[src/hdl/itcf_pkg.sv]
// Shared types, constants and helper functions for the tilt complementary filter.
`default_nettype none
package itcf_pkg;

  localparam int CORDIC_STEPS = 16;
  localparam int ATAN_ENTRIES = 24;
  localparam int STEP_W       = $clog2(ATAN_ENTRIES);
  localparam int XY_W         = 34;
  localparam int Z_W          = 28;

  localparam logic signed [Z_W-1:0] HALF_PI_Q24 = 28'sd26353589;
  localparam logic [16:0]           ONE_Q16     = 17'd65536;

  typedef struct packed {
    logic                   valid;
    logic signed [XY_W-1:0] x;
    logic signed [XY_W-1:0] y;
    logic signed [Z_W-1:0]  z;
  } cordic_t;

  // atan(2^-i) in Q.24
  function automatic logic signed [Z_W-1:0] atan_lut(input logic [STEP_W-1:0] idx);
    logic signed [Z_W-1:0] v;
    case (idx)
      5'd0:  v = 28'sd13176795;
      5'd1:  v = 28'sd7778716;
      5'd2:  v = 28'sd4110060;
      5'd3:  v = 28'sd2086331;
      5'd4:  v = 28'sd1047214;
      5'd5:  v = 28'sd524117;
      5'd6:  v = 28'sd262123;
      5'd7:  v = 28'sd131069;
      5'd8:  v = 28'sd65536;
      5'd9:  v = 28'sd32768;
      5'd10: v = 28'sd16384;
      5'd11: v = 28'sd8192;
      5'd12: v = 28'sd4096;
      5'd13: v = 28'sd2048;
      5'd14: v = 28'sd1024;
      5'd15: v = 28'sd512;
      5'd16: v = 28'sd256;
      5'd17: v = 28'sd128;
      5'd18: v = 28'sd64;
      5'd19: v = 28'sd32;
      5'd20: v = 28'sd16;
      5'd21: v = 28'sd8;
      5'd22: v = 28'sd4;
      5'd23: v = 28'sd2;
      default: v = '0;
    endcase
    return v;
  endfunction

  function automatic logic signed [17:0] sat18(input logic signed [39:0] v);
    if (v > 40'sd131071) return 18'sh1FFFF;
    if (v < -40'sd131072) return 18'sh20000;
    return v[17:0];
  endfunction

  function automatic logic signed [18:0] sat19(input logic signed [39:0] v);
    if (v > 40'sd262143) return 19'sh3FFFF;
    if (v < -40'sd262144) return 19'sh40000;
    return v[18:0];
  endfunction

endpackage
`default_nettype wire

[src/hdl/itcf_cordic_cell.sv]
// One vectoring CORDIC iteration, registered, for the cell chain.
`default_nettype none
module itcf_cordic_cell (
  input  wire logic                       clk,
  input  wire logic                       rst_n,
  input  wire logic [itcf_pkg::STEP_W-1:0] step_idx,
  input  wire itcf_pkg::cordic_t          cell_in,
  output itcf_pkg::cordic_t               cell_out
);
  import itcf_pkg::*;

  cordic_t                cell_r;
  cordic_t                cell_nxt;
  logic signed [XY_W-1:0] dx;
  logic signed [XY_W-1:0] dy;
  logic signed [Z_W-1:0]  ang;

  always_comb begin
    dx  = cell_in.y >>> step_idx;
    dy  = cell_in.x >>> step_idx;
    ang = atan_lut(step_idx);
    cell_nxt.valid = cell_in.valid;
    if (!cell_in.y[XY_W-1]) begin
      cell_nxt.x = cell_in.x + dx;
      cell_nxt.y = cell_in.y - dy;
      cell_nxt.z = cell_in.z + ang;
    end else begin
      cell_nxt.x = cell_in.x - dx;
      cell_nxt.y = cell_in.y + dy;
      cell_nxt.z = cell_in.z - ang;
    end
  end

  always_ff @(posedge clk) begin
    if (!rst_n) begin
      cell_r.valid <= 1'b0;
    end else begin
      cell_r.valid <= cell_nxt.valid;
    end
    cell_r.x <= cell_nxt.x;
    cell_r.y <= cell_nxt.y;
    cell_r.z <= cell_nxt.z;
  end

  assign cell_out = cell_r;

endmodule
`default_nettype wire

[config.mk]
export PLATFORM = sky130hd
export DESIGN_NAME = itcf_cordic_cell
export DESIGN_NICKNAME = d
export VERILOG_FILES = /design/src/hdl/itcf_pkg.sv /design/src/hdl/itcf_cordic_cell.sv
export SDC_FILE = /design/constraint.sdc
export NUM_CORES = 1
export LEC_CHECK = 0
export ABC_AREA = 1
export BUFFER_PORTS_ARGS = -buffer_cell sky130_fd_sc_hd__buf_2
export CAP_MARGIN = 0
export CORE_ASPECT_RATIO = 0.5
export CORE_MARGIN = 2
export CORE_UTILIZATION = 50
export CTS_CLUSTER_SIZE = 20
export DETAILED_ROUTE_END_ITERATION = 8
export PLACE_DENSITY_LB_ADDON = 0.1
export SYNTH_ARGS = -nofsm -noshare
export SYNTH_HDL_FRONTEND = slang
export SYNTH_SLANG_ARGS = --single-unit
[constraint.sdc]
create_clock -name clk -period 7.93 [get_ports clk]
set_clock_uncertainty 0.05 [all_clocks]
set_input_delay 0.793 -clock clk [delete_from_list [all_inputs] [get_ports clk]]
set_output_delay 0.793 -clock clk [all_outputs]
set_load 0.01 [all_outputs]
==> results.txt <==
- Layout cell share with drive strength beyond 1: 11.00%
- Wires add up to 52080 µm.
- Data required time at the worst endpoint: 8150 ps
- For this block, the initial DRC count from the detailed router was approximately 1.8k.
- Net count after synthesis: 2621
* Maximum fanout along the worst path: 44
- In this run the remaining antenna-violating nets after routing total 0.
- Number of unique standard cell types used by synthesis: 49
- Port buffering added 200 buffers.
- Number of primary I/O pins: 201
- Launching element type of the critical path: input pin
- Total Die Area: ~29000 µm²
* Leading cell type by number of instances after synthesis: sky130_fd_sc_hd__nand2_1
- In this run the static leakage power is 8.005 nW.
- Adding up every negative setup slack in the final design gives 0 ps.
- Number of violations of the max-capacitance limit: 0
* Transition time at the pin with the least slew margin: 870.9 ps
* Share of the synthesized area in compound gates (AO/OA/AOI/OAI): 13.29%
- Startpoint of the tightest hold check path: cell_in[96]
* Total clock sinks: 97
- Entering global routing, the biggest net connects between 70 and 80 pins.
* Final min period: 5722 ps
- Detail-routed net length per standard cell: 17.86 µm
- Source of the critical timing path: step_idx[0]
- In the routed design, unresolved DRC markers number 0.
* Power per cell area: ~200 nW/µm²
* DP Area: 14870 µm²
- The number of antenna violations at the first check in global routing came to 0.
- Once the floorplan was initialized, standard cells occupied between 50% and 60% of the core.
- Of the total synthesized cell area, the portion taken by full adders, half adders and majority gates is 9.623%.
- Final layout net count: roughly 2.8k
- Once the clock tree was built, the setup fixing pass inserted 0 buffers.
* # resized after CTS: 0
- Number of instances in the synthesized netlist: 2413
- The via count of the first global-routing pass came to 14.65k.
- Global-route wire length before repair: ~80000 µm
- By count the netlist is led by 811 x sky130_fd_sc_hd__nand2_1, 386 x sky130_fd_sc_hd__nand3_1, 209 x sky130_fd_sc_hd__nor2_1.
- The min-delay analysis places its worst path in the category in2reg.
- Clock Root Buffer: sky130_fd_sc_hd__clkbuf_16
* CP Class: in2reg
- Of the post-synthesis cell area, the dominant cell type holds 22.13%.
- Multiplexer area fraction after synthesis: 0%
- Measured against its own limit, the worst slew margin works out to 41.33%.
* Count of flip-flops with a built-in enable after synthesis: 0
- Global routing used 35.59% of the available tracks.
* Share of the clock period used by the worst path: 72.15%
* Max FFs per register: 97
* Fraction of the yosys area taken by sequential cells: 14.12%
* Status: finished clean
* Vias/cell: approximately 5.7
- Worst-case vdd ir drop: 0.1393 mV
- Chip Width: ~240 µm
- Number of buffers created by CTS: 9
- CTS built an H-tree with a depth of 3.
- Clock-pin slew was measured on the worst setup and hold paths at around 80 ps.
- Unrepaired setup endpoints after global routing: false
- The congestion estimate from routability-driven global placement came to 1.006.
* First-pass iteration count of the detailed router: 6
- Setup violations remaining at the end of the flow were counted as 0.
- The routed layout has between 15k and 20k vias.
- Synthesis-stage register bit count: 97
- Ys Warns: 0
- From bottom edge to top edge, the die measures 121.3 µm.
- Arrival time reported for the critical path endpoint: 5940 ps
* Post-layout instance area: 15210 µm²
- The biggest area contributor in the post-synthesis netlist is sky130_fd_sc_hd__nand2_1.
* Min-Delay Path Depth: 3
- The floorplan has between 40 and 50 rows.
* Synth top area cells: sky130_fd_sc_hd__nand2_1 22%, sky130_fd_sc_hd__dfxtp_1 14%, sky130_fd_sc_hd__nand3_1 14%, sky130_fd_sc_hd__ha_1 9.2%, sky130_fd_sc_hd__nor2_1 5.7%
- Upper clock frequency limit: around 0.17 GHz
- Post-Synth XOR/XNOR Area: 8.849%
* Dominant register cell in the synthesized netlist: sky130_fd_sc_hd__dfxtp_1
- The worst hold path terminates at cell_out[96].
* Fin. Hold Viols: 0
- Compared with the post-synthesis result, the final layout area differs by 10.58%.
* Core area: roughly 27000 µm²
* Cell area after synthesis: about 14000 µm²
- Share of async-settable or async-resettable flops after synthesis: 0%
- ANT cells: 0
- Count of hold-fix buffers inserted at cts: 0
* Mean post-synth cell area: around 5.7 µm²
* Grt ovf: 0
- The final-report max-slew violation count is 0.
- Once detailed placement completed, the half-perimeter wirelength came to ~42000 µm.
- TritonCTS built the clock tree.
- Counting along the longest clock path gives a buffer depth of 2.
- Kind of capture point of the worst setup path: flop
- Simple logic cell fraction of the synthesized area: 45.44%
- After synthesis, the largest family of logic cells by area is simple AND/OR/NAND/NOR gates.
[how the worst max path moves through the flow]
| stage | endpoint | slack, ps |
|---|---|---|
| 3_3_place_gp | cell_out[55] | 2080 |
| 5_1_grt | cell_out[55] | 1620 |
| 2_1_floorplan | cell_out[57] | 3660 |
| 3_5_place_dp | cell_out[55] | 1970 |
| 4_1_cts | cell_out[55] | 2380 |
| 6_report | cell_out[55] | 2210 |
[cell type report]
cell class,instances,area (µm²)
Fill cell,2832,11540
Timing Repair Buffer,216,1121
Inverter,199,747.0
Multi-Input combinational cell,2036,10620
Tap cell,352,440.4
Clock buffer,11,252.7
Sequential cell,97,1942
Clock inverter,5,86.33
[routing by layer]
layer	global-route usage (%)	vias up	wire (µm)
met5	0	-	0
met4	10.55	0	1243
li1	-	8255	-
met1	49.39	7395	23550
met3	8.644	85	5691
met2	54.32	850	21590
[worst max-delay path, stage by stage]
cell,delay [ps]
sky130_fd_sc_hd__buf_2,110
sky130_fd_sc_hd__inv_2,570
sky130_fd_sc_hd__buf_4,410
sky130_fd_sc_hd__nand2_1,110
sky130_fd_sc_hd__nand3_1,110
sky130_fd_sc_hd__nand3_1,110
sky130_fd_sc_hd__nand3_1,130
sky130_fd_sc_hd__nand2_1,100
sky130_fd_sc_hd__o21ai_1,400
sky130_fd_sc_hd__inv_1,90
sky130_fd_sc_hd__ha_1,220
sky130_fd_sc_hd__inv_1,50
sky130_fd_sc_hd__nor2_1,50
sky130_fd_sc_hd__nand2_1,100
sky130_fd_sc_hd__inv_1,60
sky130_fd_sc_hd__nand3_1,90
sky130_fd_sc_hd__nand2_1,130
sky130_fd_sc_hd__xnor2_1,210
sky130_fd_sc_hd__inv_1,60
sky130_fd_sc_hd__ha_1,340
sky130_fd_sc_hd__nand2_1,120
sky130_fd_sc_hd__nor2_1,100
sky130_fd_sc_hd__inv_1,40
sky130_fd_sc_hd__o21ai_0,690
sky130_fd_sc_hd__a21oi_1,210
sky130_fd_sc_hd__o21bai_1,260
sky130_fd_sc_hd__a21oi_1,120
sky130_fd_sc_hd__xnor2_1,130
[cell usage in the layout, fill, tap and decap left out, types with 3 or more instances in the layout]
cell type,count
sky130_fd_sc_hd__a31oi_1,9
sky130_fd_sc_hd__xor2_1,85
sky130_fd_sc_hd__buf_4,16
sky130_fd_sc_hd__o21ai_1,15
sky130_fd_sc_hd__nand2_1,811
sky130_fd_sc_hd__nand3b_1,16
sky130_fd_sc_hd__buf_2,200
sky130_fd_sc_hd__inv_1,187
sky130_fd_sc_hd__xnor2_1,54
sky130_fd_sc_hd__a21oi_1,134
sky130_fd_sc_hd__o211ai_1,6
sky130_fd_sc_hd__o2111ai_1,3
sky130_fd_sc_hd__nor2_1,208
sky130_fd_sc_hd__clkbuf_16,9
sky130_fd_sc_hd__o21a_1,11
sky130_fd_sc_hd__o21ai_0,81
sky130_fd_sc_hd__nand3_1,386
sky130_fd_sc_hd__nor4_1,6
sky130_fd_sc_hd__ha_1,101
sky130_fd_sc_hd__nor2_2,10
sky130_fd_sc_hd__a21oi_2,14
sky130_fd_sc_hd__fa_1,3
sky130_fd_sc_hd__dfxtp_1,97
sky130_fd_sc_hd__nor3_1,14
sky130_fd_sc_hd__inv_2,10
sky130_fd_sc_hd__a21o_1,10
sky130_fd_sc_hd__o21bai_1,3
sky130_fd_sc_hd__nor2_4,3
sky130_fd_sc_hd__nand4_1,17
sky130_fd_sc_hd__a211oi_1,3
sky130_fd_sc_hd__o22ai_1,4
sky130_fd_sc_hd__a21boi_0,9
[kinds of logic (layout without fill, tap and decap cells)]
family | Yosys count | in the layout
and+or+nand+nor | 1478 | 1478
DFF | 97 | 97
xor gates and xnor gates | 139 | 139
buffers and inverters | 280 | 431
AOI/OAI and AO/OA | 315 | 315
adders and majority gates | 104 | 104
[power by group]
part	total, W	internal, W	switching [W]
clock network	0.000517	0.000296	0.000222
registers	0.000755	0.000696	0.0000591
logic	0.00171	0.000611	0.00109
total	0.00298	0.00160	0.00137
[stage by stage]
step | utilization (%) | hold WS (ps) | std cells | worst slack, ps | total power [W]
floorplan | - | 836.5 | 2413 | 3658 | 0.001890
finish | 56.87 | 517.9 | 2916 | 2208 | 0.002978
global placement | 55.60 | 920.1 | 2900 | 2083 | 0.002440
CTS | 56.87 | 512.0 | 2916 | 2384 | 0.002964
detailed placement | 55.60 | 924.1 | 2900 | 1972 | 0.002434
global route | 56.87 | 576.5 | 2916 | 1618 | 0.003200
No activity file was read; power rests on OpenSTA's default activity.
